===== config.mk =====
export PLATFORM = sky130hd
export DESIGN_NAME = rgb_to_yuv420_stream_unit
export DESIGN_NICKNAME = d
export VERILOG_FILES = /design/src/ryuv_pkg.sv /design/src/ryuv_raster_ctr.sv /design/src/ryuv_csc.sv /design/src/rgb_to_yuv420_stream_unit.sv
export SDC_FILE = /design/constraint.sdc
export NUM_CORES = 1
export LEC_CHECK = 0
export BUFFER_PORTS_ARGS = -buffer_cell sky130_fd_sc_hd__buf_2
export CAP_MARGIN = 20
export CORE_MARGIN = 2
export CORE_UTILIZATION = 45
export CTS_BUF_LIST = sky130_fd_sc_hd__clkbuf_16
export CTS_CLUSTER_SIZE = 25
export DETAILED_ROUTE_END_ITERATION = 10
export PLACE_DENSITY = 0.68
export SYNTH_ARGS = -nofsm -noshare
export SYNTH_HDL_FRONTEND = slang
export SYNTH_SLANG_ARGS = --single-unit
export TNS_END_PERCENT = 1

===== constraint.sdc =====
create_clock -name aclk -period 4.95 [get_ports aclk]
set_input_delay 0.495 -clock aclk [delete_from_list [all_inputs] [get_ports aclk]]
set_output_delay 0.495 -clock aclk [all_outputs]
set_load 0.02 [all_outputs]

===== src/ryuv_pkg.sv =====
// ----------------------------------------------------------------------------
// RGB to YUV 4:2:0 stream package
// Shared widths, register indexes, conversion coefficients and flag types.
// ----------------------------------------------------------------------------
package ryuv_pkg;

    // Default width of the column and row counters.
    localparam int DIM_BITS_DEFAULT = 12;

    // Configuration port.
    localparam int CFG_W     = 13;
    localparam int CFG_IDX_W = 1;

    localparam logic [CFG_IDX_W-1:0] REG_FRAME_WIDTH  = 1'd0;
    localparam logic [CFG_IDX_W-1:0] REG_FRAME_HEIGHT = 1'd1;

    localparam logic [CFG_W-1:0] FRAME_WIDTH_RESET  = 13'd640;
    localparam logic [CFG_W-1:0] FRAME_HEIGHT_RESET = 13'd480;

    // Sample width and the width of the biased weighted sums.
    localparam int PIX_W = 8;
    localparam int SUM_W = 16;

    // BT.601 integer weights, stored as magnitudes; signs are applied in the sums.
    localparam int Y_R  = 66;
    localparam int Y_G  = 129;
    localparam int Y_B  = 25;
    localparam int CB_R = 38;
    localparam int CB_G = 74;
    localparam int CB_B = 112;
    localparam int CR_R = 112;
    localparam int CR_G = 94;
    localparam int CR_B = 18;

    // Offsets, added before the divide by 256.
    localparam int LUMA_OFFSET   = 16;
    localparam int CHROMA_OFFSET = 128;
    localparam int FRAC_BITS     = 8;

    // Position flags that travel with each pixel.
    typedef struct packed {
        logic chroma_valid;
        logic line_end;
        logic frame_end;
    } pos_flags_t;

endpackage


===== src/ryuv_raster_ctr.sv =====
// ----------------------------------------------------------------------------
// Raster position counter
// Tracks column and row of the next pixel and flags chroma sites, line end
// and frame end against the configured frame size.
// ----------------------------------------------------------------------------
module ryuv_raster_ctr #(
    parameter int DIM_BITS = ryuv_pkg::DIM_BITS_DEFAULT
) (
    input  logic                        aclk,
    input  logic                        aresetn,
    input  logic                        advance,
    input  logic [ryuv_pkg::CFG_W-1:0]  frame_width,
    input  logic [ryuv_pkg::CFG_W-1:0]  frame_height,
    output ryuv_pkg::pos_flags_t        flags
);

    // Wide enough for both the configured value and 2^DIM_BITS.
    localparam int CMP_W = (DIM_BITS + 1 > ryuv_pkg::CFG_W) ? DIM_BITS + 1 : ryuv_pkg::CFG_W;

    logic [DIM_BITS-1:0] col_reg, col_next;
    logic [DIM_BITS-1:0] row_reg, row_next;
    logic [DIM_BITS-1:0] last_col;
    logic [DIM_BITS-1:0] last_row;
    logic                line_end;
    logic                frame_end;

    // Last position of a dimension after limiting it to 1 .. 2^DIM_BITS.
    function automatic logic [DIM_BITS-1:0] last_pos(input logic [ryuv_pkg::CFG_W-1:0] dim);
        logic [CMP_W-1:0] dim_ext;
        logic [CMP_W-1:0] dim_max;
        dim_ext = CMP_W'(dim);
        dim_max = CMP_W'(1) << DIM_BITS;
        if (dim_ext == '0) begin
            last_pos = '0;
        end else if (dim_ext > dim_max) begin
            last_pos = '1;
        end else begin
            last_pos = DIM_BITS'(dim_ext - CMP_W'(1));
        end
    endfunction

    assign last_col  = last_pos(frame_width);
    assign last_row  = last_pos(frame_height);
    // A counter at or past the last position ends the line, which also
    // covers a frame size that shrank while a frame was in flight.
    assign line_end  = (col_reg >= last_col);
    assign frame_end = line_end && (row_reg >= last_row);

    assign flags.chroma_valid = !col_reg[0] && !row_reg[0];
    assign flags.line_end     = line_end;
    assign flags.frame_end    = frame_end;

    always_comb begin
        col_next = col_reg;
        row_next = row_reg;
        if (advance) begin
            if (line_end) begin
                col_next = '0;
                row_next = frame_end ? '0 : row_reg + DIM_BITS'(1);
            end else begin
                col_next = col_reg + DIM_BITS'(1);
            end
        end
    end

    always_ff @(posedge aclk) begin
        if (!aresetn) begin
            col_reg <= '0;
            row_reg <= '0;
        end else begin
            col_reg <= col_next;
            row_reg <= row_next;
        end
    end

endmodule


===== src/ryuv_csc.sv =====
// ----------------------------------------------------------------------------
// Color space conversion
// BT.601 integer RGB to Y, Cb and Cr for one pixel.
// ----------------------------------------------------------------------------
module ryuv_csc (
    input  logic [ryuv_pkg::PIX_W-1:0] red,
    input  logic [ryuv_pkg::PIX_W-1:0] green,
    input  logic [ryuv_pkg::PIX_W-1:0] blue,
    output logic [ryuv_pkg::PIX_W-1:0] luma,
    output logic [ryuv_pkg::PIX_W-1:0] chroma_blue,
    output logic [ryuv_pkg::PIX_W-1:0] chroma_red
);

    localparam int SUM_W = ryuv_pkg::SUM_W;
    localparam int FB    = ryuv_pkg::FRAC_BITS;

    logic [SUM_W-1:0] y_sum;
    logic [SUM_W-1:0] cb_sum;
    logic [SUM_W-1:0] cr_sum;

    // With the offset folded in, every sum stays within 0 .. 2^16-1 for any
    // input, so modular arithmetic gives the exact floored result and no
    // clamping is needed.
    assign y_sum = SUM_W'(ryuv_pkg::Y_R * red + ryuv_pkg::Y_G * green + ryuv_pkg::Y_B * blue
                          + (ryuv_pkg::LUMA_OFFSET << FB));
    assign cb_sum = SUM_W'(ryuv_pkg::CB_B * blue - ryuv_pkg::CB_R * red
                           - ryuv_pkg::CB_G * green + (ryuv_pkg::CHROMA_OFFSET << FB));
    assign cr_sum = SUM_W'(ryuv_pkg::CR_R * red - ryuv_pkg::CR_G * green
                           - ryuv_pkg::CR_B * blue + (ryuv_pkg::CHROMA_OFFSET << FB));

    assign luma        = y_sum[SUM_W-1:FB];
    assign chroma_blue = cb_sum[SUM_W-1:FB];
    assign chroma_red  = cr_sum[SUM_W-1:FB];

endmodule


===== src/rgb_to_yuv420_stream_unit.sv =====
// ----------------------------------------------------------------------------
// RGB to YUV 4:2:0 stream unit
// Converts a raster stream of RGB pixels to BT.601 luma, with chroma taken
// from the top-left pixel of every 2x2 block, and marks line and frame ends.
// ----------------------------------------------------------------------------
//
//  Channel  Ports                           Direction  One request carries
//  -------  ------------------------------  ---------  ---------------------------
//  input    s_valid/s_ready, s_*            in         one RGB pixel
//  result   m_valid/m_ready, m_*            out        Y, Cb, Cr and position flags
//  config   cfg_wr_en, cfg_wr_index/data    in         one register write
//
// Each pixel passes through the input register and then the result register,
// with the color math between them. While the result side does not stall, a
// new pixel can be accepted every cycle, a sustained rate of one pixel per clock.
// Reset (aresetn low at a clock edge) empties both registers, zeroes the
// raster counters and restores a 640x480 frame size.
// When the result side stalls, the input register still takes a pixel as long
// as it is empty, so a finished result and a pending pixel can sit together.
//
module rgb_to_yuv420_stream_unit #(
    parameter int DIM_BITS = ryuv_pkg::DIM_BITS_DEFAULT
) (
    input  logic                            aclk,
    input  logic                            aresetn,

    // Configuration writes.
    input  logic                            cfg_wr_en,
    input  logic [ryuv_pkg::CFG_IDX_W-1:0]  cfg_wr_index,
    input  logic [ryuv_pkg::CFG_W-1:0]      cfg_wr_data,

    // Pixel input.
    input  logic                            s_valid,
    output logic                            s_ready,
    input  logic [ryuv_pkg::PIX_W-1:0]      s_red,
    input  logic [ryuv_pkg::PIX_W-1:0]      s_green,
    input  logic [ryuv_pkg::PIX_W-1:0]      s_blue,

    // Converted output.
    output logic                            m_valid,
    input  logic                            m_ready,
    output logic [ryuv_pkg::PIX_W-1:0]      m_luma,
    output logic [ryuv_pkg::PIX_W-1:0]      m_chroma_blue,
    output logic [ryuv_pkg::PIX_W-1:0]      m_chroma_red,
    output logic                            m_chroma_valid,
    output logic                            m_line_end,
    output logic                            m_frame_end
);

    // Frame size registers.
    logic [ryuv_pkg::CFG_W-1:0]     frame_width_reg;
    logic [ryuv_pkg::CFG_W-1:0]     frame_height_reg;

    // Input register: the accepted pixel and its position flags.
    logic                           in_valid_reg;
    logic [ryuv_pkg::PIX_W-1:0]     red_reg;
    logic [ryuv_pkg::PIX_W-1:0]     green_reg;
    logic [ryuv_pkg::PIX_W-1:0]     blue_reg;
    ryuv_pkg::pos_flags_t           flags_reg;

    // Result register.
    logic                           out_valid_reg;
    logic [ryuv_pkg::PIX_W-1:0]     luma_reg;
    logic [ryuv_pkg::PIX_W-1:0]     cb_reg;
    logic [ryuv_pkg::PIX_W-1:0]     cr_reg;
    ryuv_pkg::pos_flags_t           out_flags_reg;

    ryuv_pkg::pos_flags_t           pos_flags;
    logic [ryuv_pkg::PIX_W-1:0]     luma_calc;
    logic [ryuv_pkg::PIX_W-1:0]     cb_calc;
    logic [ryuv_pkg::PIX_W-1:0]     cr_calc;
    logic                           in_accept;
    logic                           out_load;
    logic                           out_free;

    // ------------------------------------------------------------------
    // Configuration. Writes to an unknown index are dropped.
    // ------------------------------------------------------------------
    always_ff @(posedge aclk) begin
        if (!aresetn) begin
            frame_width_reg  <= ryuv_pkg::FRAME_WIDTH_RESET;
            frame_height_reg <= ryuv_pkg::FRAME_HEIGHT_RESET;
        end else if (cfg_wr_en) begin
            case (cfg_wr_index)
                ryuv_pkg::REG_FRAME_WIDTH:  frame_width_reg  <= cfg_wr_data;
                ryuv_pkg::REG_FRAME_HEIGHT: frame_height_reg <= cfg_wr_data;
                default: ;
            endcase
        end
    end

    // ------------------------------------------------------------------
    // Handshake. The result register is free when it is empty or being
    // drained this cycle; the input register then moves forward, which in
    // turn frees it for a new request.
    // ------------------------------------------------------------------
    assign out_free  = !out_valid_reg || m_ready;
    assign out_load  = in_valid_reg && out_free;
    assign s_ready   = !in_valid_reg || out_free;
    assign in_accept = s_valid && s_ready;

    // The position counter advances once per accepted pixel; its flags
    // describe the pixel being accepted and are latched along with it.
    ryuv_raster_ctr #(
        .DIM_BITS (DIM_BITS)
    ) u_raster_ctr (
        .aclk         (aclk),
        .aresetn      (aresetn),
        .advance      (in_accept),
        .frame_width  (frame_width_reg),
        .frame_height (frame_height_reg),
        .flags        (pos_flags)
    );

    always_ff @(posedge aclk) begin
        if (!aresetn) begin
            in_valid_reg <= 1'b0;
        end else if (s_ready) begin
            in_valid_reg <= s_valid;
        end
    end

    always_ff @(posedge aclk) begin
        if (in_accept) begin
            red_reg   <= s_red;
            green_reg <= s_green;
            blue_reg  <= s_blue;
            flags_reg <= pos_flags;
        end
    end

    // ------------------------------------------------------------------
    // Color math between the two registers.
    // ------------------------------------------------------------------
    ryuv_csc u_csc (
        .red         (red_reg),
        .green       (green_reg),
        .blue        (blue_reg),
        .luma        (luma_calc),
        .chroma_blue (cb_calc),
        .chroma_red  (cr_calc)
    );

    always_ff @(posedge aclk) begin
        if (!aresetn) begin
            out_valid_reg <= 1'b0;
        end else if (out_free) begin
            out_valid_reg <= in_valid_reg;
        end
    end

    // Chroma reads as zero on pixels that carry no chroma sample.
    always_ff @(posedge aclk) begin
        if (out_load) begin
            luma_reg      <= luma_calc;
            cb_reg        <= flags_reg.chroma_valid ? cb_calc : '0;
            cr_reg        <= flags_reg.chroma_valid ? cr_calc : '0;
            out_flags_reg <= flags_reg;
        end
    end

    assign m_valid        = out_valid_reg;
    assign m_luma         = luma_reg;
    assign m_chroma_blue  = cb_reg;
    assign m_chroma_red   = cr_reg;
    assign m_chroma_valid = out_flags_reg.chroma_valid;
    assign m_line_end     = out_flags_reg.line_end;
    assign m_frame_end    = out_flags_reg.frame_end;

`ifndef SYNTHESIS
    // The last pixel of a frame is always the last pixel of its line.
    a_frame_end_is_line_end: assert property (@(posedge aclk) disable iff (!aresetn)
        m_valid && m_frame_end |-> m_line_end)
        else $error("frame end without line end");

    // Pixels without a chroma site deliver zero chroma.
    a_chroma_zero: assert property (@(posedge aclk) disable iff (!aresetn)
        m_valid && !m_chroma_valid |-> (m_chroma_blue == '0) && (m_chroma_red == '0))
        else $error("chroma present on a pixel without a chroma site");

    // A pixel in the input register that cannot move stays there.
    a_in_hold: assert property (@(posedge aclk) disable iff (!aresetn)
        in_valid_reg && !out_free |=> in_valid_reg)
        else $error("pending pixel dropped from the input register");

    // A stalled result keeps its request.
    a_out_hold: assert property (@(posedge aclk) disable iff (!aresetn)
        m_valid && !m_ready |=> m_valid && $stable(m_luma))
        else $error("stalled result changed");
`endif

endmodule

==> flow_summary.yaml <==
clock_network:
  root_buffer: "clkbuf_16"
  insertion_delay_ns: 0.38
  htreeDepth: 3
  clk_pin_slew_ns: 0.09
  cts_tree: "yes"
  numCtsBuffers: 9
  max-clock-path-buffers: 2
  holdBufCountCts: 0
  cts_num_sinks: 106
timing:
  clock_skew_ns: 0.01483
  fin_ws_ns: -0.1330
  grt_setup_unrepaired: "yes"
  setup_viol: 5
  min_period_ns: 5.083
  tightest_slew_ns: 1.055
  final-hold-violation-count: 0
  finalCritPeriodShare_pct: 102.7
  max_freq_mhz: 196.7
  drv_slew: 0
  relSlewSlack_pct: 29.70
yosys:
  ys_types: 67
  avgSynthCellArea_um2: 9.301
  synth_warnings: 0
  synthArstFlopShare_pct: 0
  yosysSeqAreaShare_pct: 22.47
  synth_nets: 1635
  synth_ff_type: "edfxtp_1"
  postSynthCellCount: 1274
  ys_ff_latch: 106
  syn-cell-area_um2: 11850
  synth_edf_count: 54
setup_path:
  required_ns: 5.08
  rr_startpoint: "red_reg[7]"
  endpoint: "m_luma[7]"
  worst-path-max-fanout: 4
  path_class: "flip-flop to flip-flop"
  rrSetupSlack_ns: -0.13
  start_kind: "flip-flop"
  r2r_end: "m_luma[7]"
  end_kind: "flip-flop"
  r2r_cells: 18
  crit_arrival_ns: 5.21
  crit_start: "red_reg[7]"
placement:
  dp_cells: 1745
  dp_hpwl_um: 22350
  port-buffer-count: 71
  pre_cts_ws_ns: -0.2775
  routabilityCongestion: 0.8728
hold_path:
  worst_hold_path_type: "input pin to flip-flop"
route:
  drc: 0
  vias: 9339
  dr.pass1.iters: 4
  post_drt_wl_per_cell_um: 15.56
  drt_wl_total_um: 27510
  antenna_left: 0
  dr.first_iter.drc_count: 383
  vias_per_cell: 5.282
grt:
  grt_usage_pct: 20.59
  grt_pass1_wl_um: 45980
  grt-ovfl-total: 0
  first_global_vias: 9675
  antenna_found_initial: 0
  grt_max_degree: 35
run_status:
  run_status: "complete, but fails checks"
  violations: "setup timing"
cells_and_area:
  drive_above_1_share_pct: 15.84
  layout.cells.non_filler: 1768
  final_cell_mix: "ha_1 (217), inv_1 (204), nand2_1 (110)"
  final_nets: 1789
  nFillCells: 2356
  antenna_cells: 0
  area_growth_pct: 16.88
  layout_commonest_cell: "ha_1"
flow_run:
  max_cap_violations: 0
die:
  start_util_pct: 45.60
  core_area_um2: 25980
  fp-row-count: 59
  io_pins: 72
  dieArea_um2: 27640
  fp.dieW_um: 166.3
  die_y_um: 166.3
power_and_ir_drop:
  p_per_area_nw_per_um2: 553.8
  peakVddDrop_v: 0.0006684
  power_leakage_nw: 6.658
[cell families after synthesis]
logic type | Yosys count | synth area share [%]
compound gates | 213 | 11.74
mux | 4 | 0.3379
simple gates | 325 | 13.08
buf+inv | 224 | 7.117
fa+ha+maj | 319 | 39.11
xor+xnor | 83 | 6.135
flops | 106 | 22.47
[worst min-delay path by stage]
stage | startpoint | endpoint | cells past startpoint
after global placement | flags_reg[1] | m_line_end | 0
after floorplan | flags_reg[0] | m_frame_end | 0
after global routing | s_red[7] | red_reg[7] | 1
after detailed placement | flags_reg[0] | m_frame_end | 0
final | s_red[7] | red_reg[7] | 1
after CTS | s_red[7] | red_reg[7] | 1
[cell usage after synthesis, types with 6 or more instances]
library cell / n / share of area (%)
o21bai_1: 6 / 0.38
edfxtp_1: 54 / 14
and3_1: 7 / 0.37
nor4_1: 9 / 0.48
inv_1: 207 / 6.6
nor2_1: 69 / 2.2
o211ai_1: 10 / 0.63
fa_1: 86 / 15
a31oi_1: 6 / 0.32
nor2b_1: 15 / 0.79
nand2b_1: 10 / 0.53
a21o_1: 24 / 1.5
xnor2_1: 49 / 3.6
or4_1: 8 / 0.51
a21oi_1: 75 / 3.2
clkbuf_1: 11 / 0.35
o21a_1: 8 / 0.51
xor2_1: 34 / 2.5
nor3_1: 27 / 1.1
nand3_1: 27 / 1.1
and2_1: 9 / 0.48
nand4_1: 11 / 0.58
o21ai_0: 28 / 1.2
ha_1: 232 / 24
nand3b_1: 7 / 0.44
nand2_1: 110 / 3.5
a21boi_0: 9 / 0.57
dfxtp_1: 52 / 8.8
[metal layers]
layer | GRT usage [%] | share of wire [%] | vias up
li1 | - | - | 4662
met1 | 25.02 | 43 | 4500
met2 | 37.43 | 51 | 142
met3 | 3.622 | 4.0 | 35
met4 | 5.735 | 2.2 | 0
met5 | 0 | 0 | -
[metrics by stage]
step                      setup TNS [ns]  utilization [%]  total power [mW]  hold WS (ns)  instance area, um^2
after floorplan                  -0.2507                -             4.782        0.4003                11910
after global placement           -0.6810            50.92             6.237        0.4051                13230
after detailed placement          -1.597            50.92             6.408        0.4065                13230
after CTS                        -0.3722            53.05             7.630        0.2801                13790
after global routing              -3.254            53.30             8.464        0.2775                13850
final                            -0.4566            53.30             7.670        0.2902                13850
[worst max-delay path: stages (launching register included)]
cell	delay, ns
edfxtp_1	0.41
ha_1	0.33
ha_1	0.29
ha_2	0.20
inv_2	0.04
fa_2	0.36
xnor2_2	0.14
ha_1	0.29
fa_1	0.45
fa_1	0.49
inv_1	0.05
fa_1	0.49
inv_2	0.05
ha_4	0.24
ha_4	0.26
nand4_1	0.11
o211ai_1	0.33
and4_1	0.26
nor3_2	0.05
[cell type report]
cell class / instances / area [um^2] / area share (%)
Tap cell: 335 / 419.2 / 3.026
Multi-Input combinational cell: 944 / 8652 / 62.47
Clock inverter: 7 / 93.84 / 0.6776
Timing Repair Buffer: 157 / 1008 / 7.282
Inverter: 210 / 788.3 / 5.692
Sequential cell: 106 / 2663 / 19.22
Clock buffer: 9 / 225.2 / 1.626
[power by group]
group          internal, mW  switching [mW]  leakage (nW)
combinational          2.78            2.83          5.56
clock                 0.375           0.427         0.157
sequential             1.20          0.0564         0.943
[timing repair]
item / in CTS / in global routing
gates resized for setup: 31 / 14
setup buffers: 7 / 0
pin swaps: 21 / 9
endpoints found under the setup margin: 14 / 16
(Power assumes the default switching activity.)
